$ cat config.mk
export PLATFORM = sky130hd
export DESIGN_NAME = dda_line_points_core_flat
export DESIGN_NICKNAME = d
export VERILOG_FILES = /design/src/hdl/dlp_pkg.sv /design/src/hdl/dlp_req_if.sv /design/src/hdl/dlp_rsp_if.sv /design/src/hdl/dda_line_points_core.sv /design/src/hdl/dlp_datapath.sv /design/src/hdl/dlp_ctrl.sv /design/src/flat_wrapper.sv
export SDC_FILE = /design/constraint.sdc
export NUM_CORES = 1
export LEC_CHECK = 0
export CAP_MARGIN = 0
export CELL_PAD_IN_SITES_DETAIL_PLACEMENT = 0
export CELL_PAD_IN_SITES_GLOBAL_PLACEMENT = 1
export CORE_MARGIN = 3
export CORE_UTILIZATION = 45
export CTS_CLUSTER_DIAMETER = 120
export DETAILED_ROUTE_END_ITERATION = 6
export DONT_BUFFER_PORTS = 1
export GPL_ROUTABILITY_DRIVEN = 0
export MAX_ROUTING_LAYER = met4
export PLACE_DENSITY_LB_ADDON = 0.1
export SKIP_LAST_GASP = 1
export SLEW_MARGIN = 15
export SYNTH_ARGS = -nofsm -noshare
export SYNTH_HDL_FRONTEND = slang
export SYNTH_SLANG_ARGS = --single-unit
$ cat constraint.sdc
create_clock -name clock -period 4.4 [get_ports clock]
set_clock_uncertainty 0.1 [all_clocks]
set_input_delay 0.88 -clock clock [delete_from_list [all_inputs] [get_ports clock]]
set_output_delay 0.88 -clock clock [all_outputs]
set_load 0.02 [all_outputs]
$ cat src/hdl/dlp_pkg.sv
`default_nettype none

package dlp_pkg;

   localparam int COORD_BITS_DEF = 6;
   localparam int FRAC_BITS_DEF  = 8;

   // commands from the controller to the datapath
   typedef struct packed {
      logic load;      // latch a new request and set up the divider
      logic div_step;  // one quotient bit of the minor step
      logic pt_step;   // advance to the next point
   } dlp_cmd_type;

   // status from the datapath to the controller
   typedef struct packed {
      logic zero_len;  // request on the port has start equal to end
      logic div_last;  // this divider step produces the final quotient bit
      logic run_last;  // current point is the last of the run
   } dlp_sts_type;

endpackage

`default_nettype wire

$ cat src/hdl/dlp_req_if.sv
`default_nettype none

interface dlp_req_if #(
   parameter int COORD_BITS = dlp_pkg::COORD_BITS_DEF
) ();
   logic                  valid;
   logic                  ready;
   logic [COORD_BITS-1:0] start_x;
   logic [COORD_BITS-1:0] start_y;
   logic [COORD_BITS-1:0] end_x;
   logic [COORD_BITS-1:0] end_y;

   modport source (
      output valid, start_x, start_y, end_x, end_y,
      input  ready
   );

   modport sink (
      input  valid, start_x, start_y, end_x, end_y,
      output ready
   );
endinterface

`default_nettype wire

$ cat src/hdl/dlp_rsp_if.sv
`default_nettype none

interface dlp_rsp_if #(
   parameter int COORD_BITS = dlp_pkg::COORD_BITS_DEF
) ();
   logic                  valid;
   logic                  ready;
   logic [COORD_BITS-1:0] point_x;
   logic [COORD_BITS-1:0] point_y;
   logic                  last_point;

   modport source (
      output valid, point_x, point_y, last_point,
      input  ready
   );

   modport sink (
      input  valid, point_x, point_y, last_point,
      output ready
   );
endinterface

`default_nettype wire

$ cat src/hdl/dda_line_points_core.sv
// channel   dir  signals                                    meaning
// req_chan  in   valid ready start_x start_y end_x end_y    line request
// rsp_chan  out  valid ready point_x point_y last_point     one point of the run
//
// A request is taken only when the core is idle. The minor step comes from a
// restoring divider, one quotient bit per cycle: an integer bit and FRAC_BITS
// fraction bits. Then one point per cycle while rsp_chan.ready is high,
// max(|dx|,|dy|) points in all. A zero-length request is taken but gives no
// point. Reset only returns the controller to idle and drops a run in progress.
`default_nettype none

module dda_line_points_core #(
   parameter int COORD_BITS = dlp_pkg::COORD_BITS_DEF,
   parameter int FRAC_BITS  = dlp_pkg::FRAC_BITS_DEF
) (
   input wire          clock,
   input wire          reset,
   dlp_req_if.sink     req_chan,
   dlp_rsp_if.source   rsp_chan
);

   dlp_pkg::dlp_cmd_type cmd;
   dlp_pkg::dlp_sts_type sts;

   dlp_ctrl u_ctrl (
      .clock     (clock),
      .reset     (reset),
      .req_valid (req_chan.valid),
      .req_ready (req_chan.ready),
      .rsp_valid (rsp_chan.valid),
      .rsp_ready (rsp_chan.ready),
      .cmd       (cmd),
      .sts       (sts)
   );

   dlp_datapath #(
      .COORD_BITS (COORD_BITS),
      .FRAC_BITS  (FRAC_BITS)
   ) u_datapath (
      .clock      (clock),
      .cmd        (cmd),
      .sts        (sts),
      .start_x    (req_chan.start_x),
      .start_y    (req_chan.start_y),
      .end_x      (req_chan.end_x),
      .end_y      (req_chan.end_y),
      .point_x    (rsp_chan.point_x),
      .point_y    (rsp_chan.point_y),
      .last_point (rsp_chan.last_point)
   );

endmodule

`default_nettype wire

$ cat src/hdl/dlp_datapath.sv
`default_nettype none

module dlp_datapath #(
   parameter int COORD_BITS = dlp_pkg::COORD_BITS_DEF,
   parameter int FRAC_BITS  = dlp_pkg::FRAC_BITS_DEF
) (
   input  wire                         clock,
   input  wire  dlp_pkg::dlp_cmd_type  cmd,
   output dlp_pkg::dlp_sts_type        sts,
   input  wire  [COORD_BITS-1:0]       start_x,
   input  wire  [COORD_BITS-1:0]       start_y,
   input  wire  [COORD_BITS-1:0]       end_x,
   input  wire  [COORD_BITS-1:0]       end_y,
   output logic [COORD_BITS-1:0]       point_x,
   output logic [COORD_BITS-1:0]       point_y,
   output logic                        last_point
);

   localparam int ACC_BITS  = COORD_BITS + FRAC_BITS;
   localparam int STEP_BITS = FRAC_BITS + 1;
   localparam int CNT_BITS  = $clog2(FRAC_BITS + 1);

   logic [COORD_BITS-1:0] adx, ady, amaj, amin, maj0, min0;
   logic                  x_major, maj_up, min_up;

   logic                  xmaj_ff, xmaj_in;
   logic                  majup_ff, majup_in;
   logic                  minup_ff, minup_in;
   logic [COORD_BITS-1:0] amaj_ff, amaj_in;
   logic [COORD_BITS:0]   rem_ff, rem_in;
   logic [STEP_BITS-1:0]  step_ff, step_in;
   logic [CNT_BITS-1:0]   cnt_ff, cnt_in;
   logic [COORD_BITS-1:0] maj_ff, maj_in;
   logic [ACC_BITS-1:0]   acc_ff, acc_in;
   logic [COORD_BITS-1:0] left_ff, left_in;

   logic                  rem_ge;
   logic [COORD_BITS:0]   rem_diff;
   logic [ACC_BITS-1:0]   step_ext;

   // request decode, used only on the load cycle
   always_comb begin
      adx     = (end_x >= start_x) ? (end_x - start_x) : (start_x - end_x);
      ady     = (end_y >= start_y) ? (end_y - start_y) : (start_y - end_y);
      x_major = (adx >= ady);
      amaj    = x_major ? adx : ady;
      amin    = x_major ? ady : adx;
      maj0    = x_major ? start_x : start_y;
      min0    = x_major ? start_y : start_x;
      maj_up  = x_major ? (end_x >= start_x) : (end_y >= start_y);
      min_up  = x_major ? (end_y >= start_y) : (end_x >= start_x);
   end

   // restoring divider: remainder starts at amin, at most amaj, so the first compare
   // gives the integer bit of the step and each later one a fraction bit
   assign rem_ge   = (rem_ff >= {1'b0, amaj_ff});
   assign rem_diff = rem_ge ? (rem_ff - {1'b0, amaj_ff}) : rem_ff;
   assign step_ext = ACC_BITS'(step_ff);

   always_comb begin
      xmaj_in  = xmaj_ff;
      majup_in = majup_ff;
      minup_in = minup_ff;
      amaj_in  = amaj_ff;
      rem_in   = rem_ff;
      step_in  = step_ff;
      cnt_in   = cnt_ff;
      maj_in   = maj_ff;
      acc_in   = acc_ff;
      left_in  = left_ff;
      if (cmd.load) begin
         xmaj_in  = x_major;
         majup_in = maj_up;
         minup_in = min_up;
         amaj_in  = amaj;
         rem_in   = {1'b0, amin};
         step_in  = '0;
         cnt_in   = '0;
         maj_in   = maj0;
         acc_in   = {min0, {FRAC_BITS{1'b0}}};
         left_in  = amaj;
      end else if (cmd.div_step) begin
         rem_in  = {rem_diff[COORD_BITS-1:0], 1'b0};
         step_in = {step_ff[STEP_BITS-2:0], rem_ge};
         cnt_in  = cnt_ff + 1'b1;
      end else if (cmd.pt_step) begin
         acc_in  = minup_ff ? (acc_ff + step_ext) : (acc_ff - step_ext);
         maj_in  = majup_ff ? (maj_ff + 1'b1) : (maj_ff - 1'b1);
         left_in = left_ff - 1'b1;
      end
   end

   always_ff @(posedge clock) begin
      xmaj_ff  <= xmaj_in;
      majup_ff <= majup_in;
      minup_ff <= minup_in;
      amaj_ff  <= amaj_in;
      rem_ff   <= rem_in;
      step_ff  <= step_in;
      cnt_ff   <= cnt_in;
      maj_ff   <= maj_in;
      acc_ff   <= acc_in;
      left_ff  <= left_in;
   end

   assign sts.zero_len = (start_x == end_x) && (start_y == end_y);
   assign sts.div_last = (cnt_ff == CNT_BITS'(FRAC_BITS));
   assign sts.run_last = (left_ff == COORD_BITS'(1));

   assign point_x    = xmaj_ff ? maj_ff : acc_ff[ACC_BITS-1:FRAC_BITS];
   assign point_y    = xmaj_ff ? acc_ff[ACC_BITS-1:FRAC_BITS] : maj_ff;
   assign last_point = sts.run_last;

endmodule

`default_nettype wire

$ cat src/hdl/dlp_ctrl.sv
`default_nettype none

module dlp_ctrl (
   input  wire                   clock,
   input  wire                   reset,
   input  wire                   req_valid,
   output logic                  req_ready,
   output logic                  rsp_valid,
   input  wire                   rsp_ready,
   output dlp_pkg::dlp_cmd_type  cmd,
   input  wire  dlp_pkg::dlp_sts_type sts
);

   typedef enum logic [1:0] {
      ST_IDLE,
      ST_DIVIDE,
      ST_EMIT
   } state_type;

   state_type state_ff;
   logic      rsp_valid_ff;

   assign req_ready = (state_ff == ST_IDLE) && !reset;
   assign rsp_valid = rsp_valid_ff;

   assign cmd.load     = req_valid && req_ready;
   assign cmd.div_step = (state_ff == ST_DIVIDE);
   assign cmd.pt_step  = (state_ff == ST_EMIT) && rsp_ready;

   always_ff @(posedge clock) begin
      if (reset) begin
         state_ff     <= ST_IDLE;
         rsp_valid_ff <= 1'b0;
      end else begin
         unique case (state_ff)
            ST_IDLE: begin
               // a zero-length request is taken and dropped
               if (req_valid && !sts.zero_len) begin
                  state_ff <= ST_DIVIDE;
               end
            end
            ST_DIVIDE: begin
               if (sts.div_last) begin
                  state_ff     <= ST_EMIT;
                  rsp_valid_ff <= 1'b1;
               end
            end
            ST_EMIT: begin
               if (rsp_ready && sts.run_last) begin
                  state_ff     <= ST_IDLE;
                  rsp_valid_ff <= 1'b0;
               end
            end
            default: begin
               state_ff     <= ST_IDLE;
               rsp_valid_ff <= 1'b0;
            end
         endcase
      end
   end

endmodule

`default_nettype wire

$ cat src/flat_wrapper.sv
// flat-port wrapper written by rule: the top's interface ports become plain ports
module dda_line_points_core_flat 
#(
   parameter int COORD_BITS = dlp_pkg::COORD_BITS_DEF,
   parameter int FRAC_BITS  = dlp_pkg::FRAC_BITS_DEF
)
  (clock, reset, req_chan_valid, req_chan_start_x, req_chan_start_y, req_chan_end_x, req_chan_end_y, req_chan_ready, rsp_chan_valid, rsp_chan_point_x, rsp_chan_point_y, rsp_chan_last_point, rsp_chan_ready);
  dlp_req_if #(.COORD_BITS(COORD_BITS)) req_chan_i ();
  dlp_rsp_if #(.COORD_BITS(COORD_BITS)) rsp_chan_i ();
  input wire clock;
  input wire reset;
  input wire logic [$bits(req_chan_i.valid)-1:0] req_chan_valid;
  input wire logic [$bits(req_chan_i.start_x)-1:0] req_chan_start_x;
  input wire logic [$bits(req_chan_i.start_y)-1:0] req_chan_start_y;
  input wire logic [$bits(req_chan_i.end_x)-1:0] req_chan_end_x;
  input wire logic [$bits(req_chan_i.end_y)-1:0] req_chan_end_y;
  output wire logic [$bits(req_chan_i.ready)-1:0] req_chan_ready;
  output wire logic [$bits(rsp_chan_i.valid)-1:0] rsp_chan_valid;
  output wire logic [$bits(rsp_chan_i.point_x)-1:0] rsp_chan_point_x;
  output wire logic [$bits(rsp_chan_i.point_y)-1:0] rsp_chan_point_y;
  output wire logic [$bits(rsp_chan_i.last_point)-1:0] rsp_chan_last_point;
  input wire logic [$bits(rsp_chan_i.ready)-1:0] rsp_chan_ready;
  assign req_chan_i.valid = req_chan_valid;
  assign req_chan_i.start_x = req_chan_start_x;
  assign req_chan_i.start_y = req_chan_start_y;
  assign req_chan_i.end_x = req_chan_end_x;
  assign req_chan_i.end_y = req_chan_end_y;
  assign req_chan_ready = req_chan_i.ready;
  assign rsp_chan_valid = rsp_chan_i.valid;
  assign rsp_chan_point_x = rsp_chan_i.point_x;
  assign rsp_chan_point_y = rsp_chan_i.point_y;
  assign rsp_chan_last_point = rsp_chan_i.last_point;
  assign rsp_chan_i.ready = rsp_chan_ready;
  dda_line_points_core #(.COORD_BITS(COORD_BITS), .FRAC_BITS(FRAC_BITS)) u_core (.clock(clock), .reset(reset), .req_chan(req_chan_i), .rsp_chan(rsp_chan_i));
endmodule
==> impl_metrics.csv <==
group,metric,value,unit
worst_setup_path,worst_ep_arrival_time,4.16,ns
timing,slew_violations,0,
layout,drive_gt1_share,10.8,%
logic_synthesis,synth_enable_flop_cells,33,
worst_setup_path,path_common_cell,"inv_1",
status,outcome,"finished clean",
timing,maxSlewHeadroom,34.7,%
layout,final_util,51.3,%
logic_synthesis,synth_top_flop_cell,"edfxtp_1",
worst_setup_path,path_max_fanout,8,
worst_setup_path,rr_endpoint,"u_core.u_datapath.acc_ff[13]",
worst_setup_path,path_cells,"inv_1 -> ha_1 -> inv_1 -> fa_1 -> a21oi_1 -> o21ai_0 -> a21o_1 -> mux2i_1 -> xnor2_1 -> inv_1 -> ha_1 -> a21o_1 -> a21oi_1 -> o21ai_2 -> buf_4 -> and2_1 -> a221oi_1",
floorplanning,io_pins,43,
worst_setup_path,crit_end,"u_core.u_datapath.left_ff[2]",
timing,timing.final.setup_violations,0,
floorplanning,start_util,46.8,%
route,drtAntennaViolNets,0,
layout,layout_common_cells,"inv_1, ha_1, a21oi_1",
worst_setup_path,cp_num_cells,17,
cts,cts_resized,0,
logic_synthesis,syn-cell-area,4900,um2
placed_design,pre_cts_slack,-0.0474,ns
timing,period_needed,4.12,ns
route,wl_per_cell,16.2,um
worst_setup_path,setup.worst_path.class,"input pin to flip-flop",
route,drt_first_pass_iters,4,
route,avgViaCountPerCell,5.46,
cts,post-cts-setup-buffers,0,
hold_path,hold_path_class,"flip-flop to flip-flop",
grt,grt_pass1_wl,19.3,mm
route,drt_first_iter_violations,194,
floorplanning,dieWidth,110,um
grt,grt_usage,21.1,%
logic_synthesis,synth_fp_nets,653,
cts,cts_tree,"yes",
logic_synthesis,syn_inst,561,
grt,antenna_found_initial,0,
cts,cts.sinks,58,
logic_synthesis,synth-seq-cells,58,
timing,max_freq,242,MHz
logic_synthesis,async_flop_share,0,%
route,vias,3924,
logic_synthesis,synth-seq-area-share,30.4,%
job,drv_cap,0,
route,drt_wl_total,11.7,mm
worst_setup_path,slowest_delay,0.40,ns
placed_design,placed_cell_area,5190,um2
worst_setup_path,critPathBufInv,4,
logic_synthesis,ys_types,50,
layout,diodes,0,
placed_design,io_buffers,0,
layout,area_delta_synth_final,9.45,%
cts,clkSlewWorstSetupHoldPaths,0.07,ns
placed_design,post-dp-hpwl,9.13,mm
worst_setup_path,required,4.43,ns
layout,nets,670,
worst_setup_path,start_kind,"input pin",
grt,grt_remaining_overflow,0,
timing,worstMarginPinSlew,0.978,ns
floorplanning,die_h,110,um
timing,finalSetupTns,0,ns
worst_setup_path,r2r_start,"u_core.u_datapath.step_ff[0]",
worst_setup_path,worstSetupEndpointType,"flip-flop",
cts,worstSkewPairLatency,0.33,ns
layout,finalInstanceArea,5360,um2
cts,root_buffer,"clkbuf_8",
grt,grt_max_degree,43,
timing,fin_ws,0.276,ns
timing,hold_viol,0,
timing,timing.final.crit_share,93.7,%
cts,htreeDepth,3,
logic_synthesis,yosysWarnings,0,
logic_synthesis,syn_area_per_cell,8.74,um2
cts,cts_buffer_depth,2,
worst_setup_path,cp_top_family,"compound AO/OA/AOI/OAI gates",
route,drc,0,
worst_setup_path,r2r_cells,11,
pwr,power_leakage,0.00240,uW
pwr,p_per_area,505,nW/um2
floorplanning,fp.coreArea,10500,um2
worst_setup_path,startpoint,"req_chan_end_x[0]",
floorplanning,die_area,12200,um2
timing,rsz0062_at_grt,"false",
cts,cts_buffers,9,
worst_setup_path,rrSetupSlack,0.96,ns
cts,hold_buffers,0,
worst_setup_path,worst_path_max_delay_cell,"fa_1",
pwr,peakVddDrop,0.200,mV
floorplanning,row_count,37,
grt,grt_pass1_vias,3913,
==> worst register-to-register path, cell delays in order (launching register included) <==
cell and delay [ns]:
dfxtp_1 0.42, inv_1 0.11, ha_1 0.29, mux2_2 0.29, ha_1 0.30, a211oi_1 0.24
nor2_1 0.12, o31a_1 0.30, a221oi_1 0.49, o21ai_0 0.23, xnor2_1 0.18, o22ai_1 0.10
==> sequential cells by signal, indices dropped and copies added (netlist names) <==
signal and cells:
u_core.u_ctrl.state_ff 2, u_core.u_ctrl.rsp_valid 1, u_core.u_datapath.left_ff 6, u_core.u_datapath.acc_ff 14
u_core.u_datapath.majup_ff 1, u_core.u_datapath.amaj_ff 6, u_core.u_datapath.xmaj_ff 1, u_core.u_datapath.maj_ff 6
u_core.u_datapath.minup_ff 1, u_core.u_datapath.cnt_ff 4, u_core.u_datapath.rem_ff 7, u_core.u_datapath.step_ff 9
==> report_power, final <==
group          total [uW]  internal [uW]  switching (uW)
sequential            790            705            84.4
combinational        1470            663             806
clock                 451            236             215
==> metrics by stage <==
step / hold WS (ns) / instances / total power, uW
final: 0.379 / 719 / 2710
after global routing: 0.404 / 719 / 2950
after CTS: 0.382 / 719 / 2730
after detailed placement: 0.372 / 703 / 2260
after global placement: 0.362 / 703 / 2240
after floorplan: 0.348 / 561 / 1890
==> per-layer routing <==
layer	share of wire, %	track usage (%)
met3	4.4	4.43
met1	48	27.6
met2	45	32.2
met4	2.7	8.09
met5	0	-
==> synth_stat cells, drive strengths merged (11+ instances only) <==
cell type  instances  area share [%]
a21o              15             2.3
o21ai             32             3.3
mux2i             15             3.3
dfxtp             25              10
nor2              48             3.7
nand3             21             2.1
a21oi             53             5.4
clkbuf            16             1.2
nand2             39             3.0
nor3              11             1.1
ha                57              15
edfxtp            33              20
inv               57             4.4
mux2              17             4.0
xor2              19             3.4
xnor2             20             3.6
==> layout make-up <==
cell class                 count  area (um2)
fill                        1032        5100
multi-input combinational    425        3100
sequential                    58        1490
timing repair buffer          27         215
inverter                      57         214
tap                          136         170
clock buffer                  14         163
clock inverter                 2        11.3
==> cells by family (layout without fill, tap and decap cells) <==
kind of cell	count (synthesis)	count (layout)	share of synthesized area (%)
fa+ha+maj	64	64	17.4
flops	58	58	30.4
xor+xnor	39	39	6.97
mux	32	32	7.30
compound gates	146	146	18.2
buf+inv	78	100	6.46
simple gates	144	144	13.2
==> how the worst min path moves through the flow <==
stage,from,to,slack (ns),cells after the start
finish,u_core.u_datapath.acc_ff[6],u_core.u_datapath.acc_ff[6],0.38,2
global route,u_core.u_datapath.acc_ff[2],u_core.u_datapath.acc_ff[2],0.40,2
CTS,u_core.u_datapath.acc_ff[3],u_core.u_datapath.acc_ff[3],0.38,2
detailed placement,u_core.u_datapath.acc_ff[3],u_core.u_datapath.acc_ff[3],0.37,2
global placement,u_core.u_datapath.acc_ff[0],u_core.u_datapath.acc_ff[0],0.36,2
floorplan,u_core.u_datapath.rem_ff[6],u_core.u_datapath.rem_ff[6],0.35,2
Note: power is estimated with default switching activity, not from simulation.
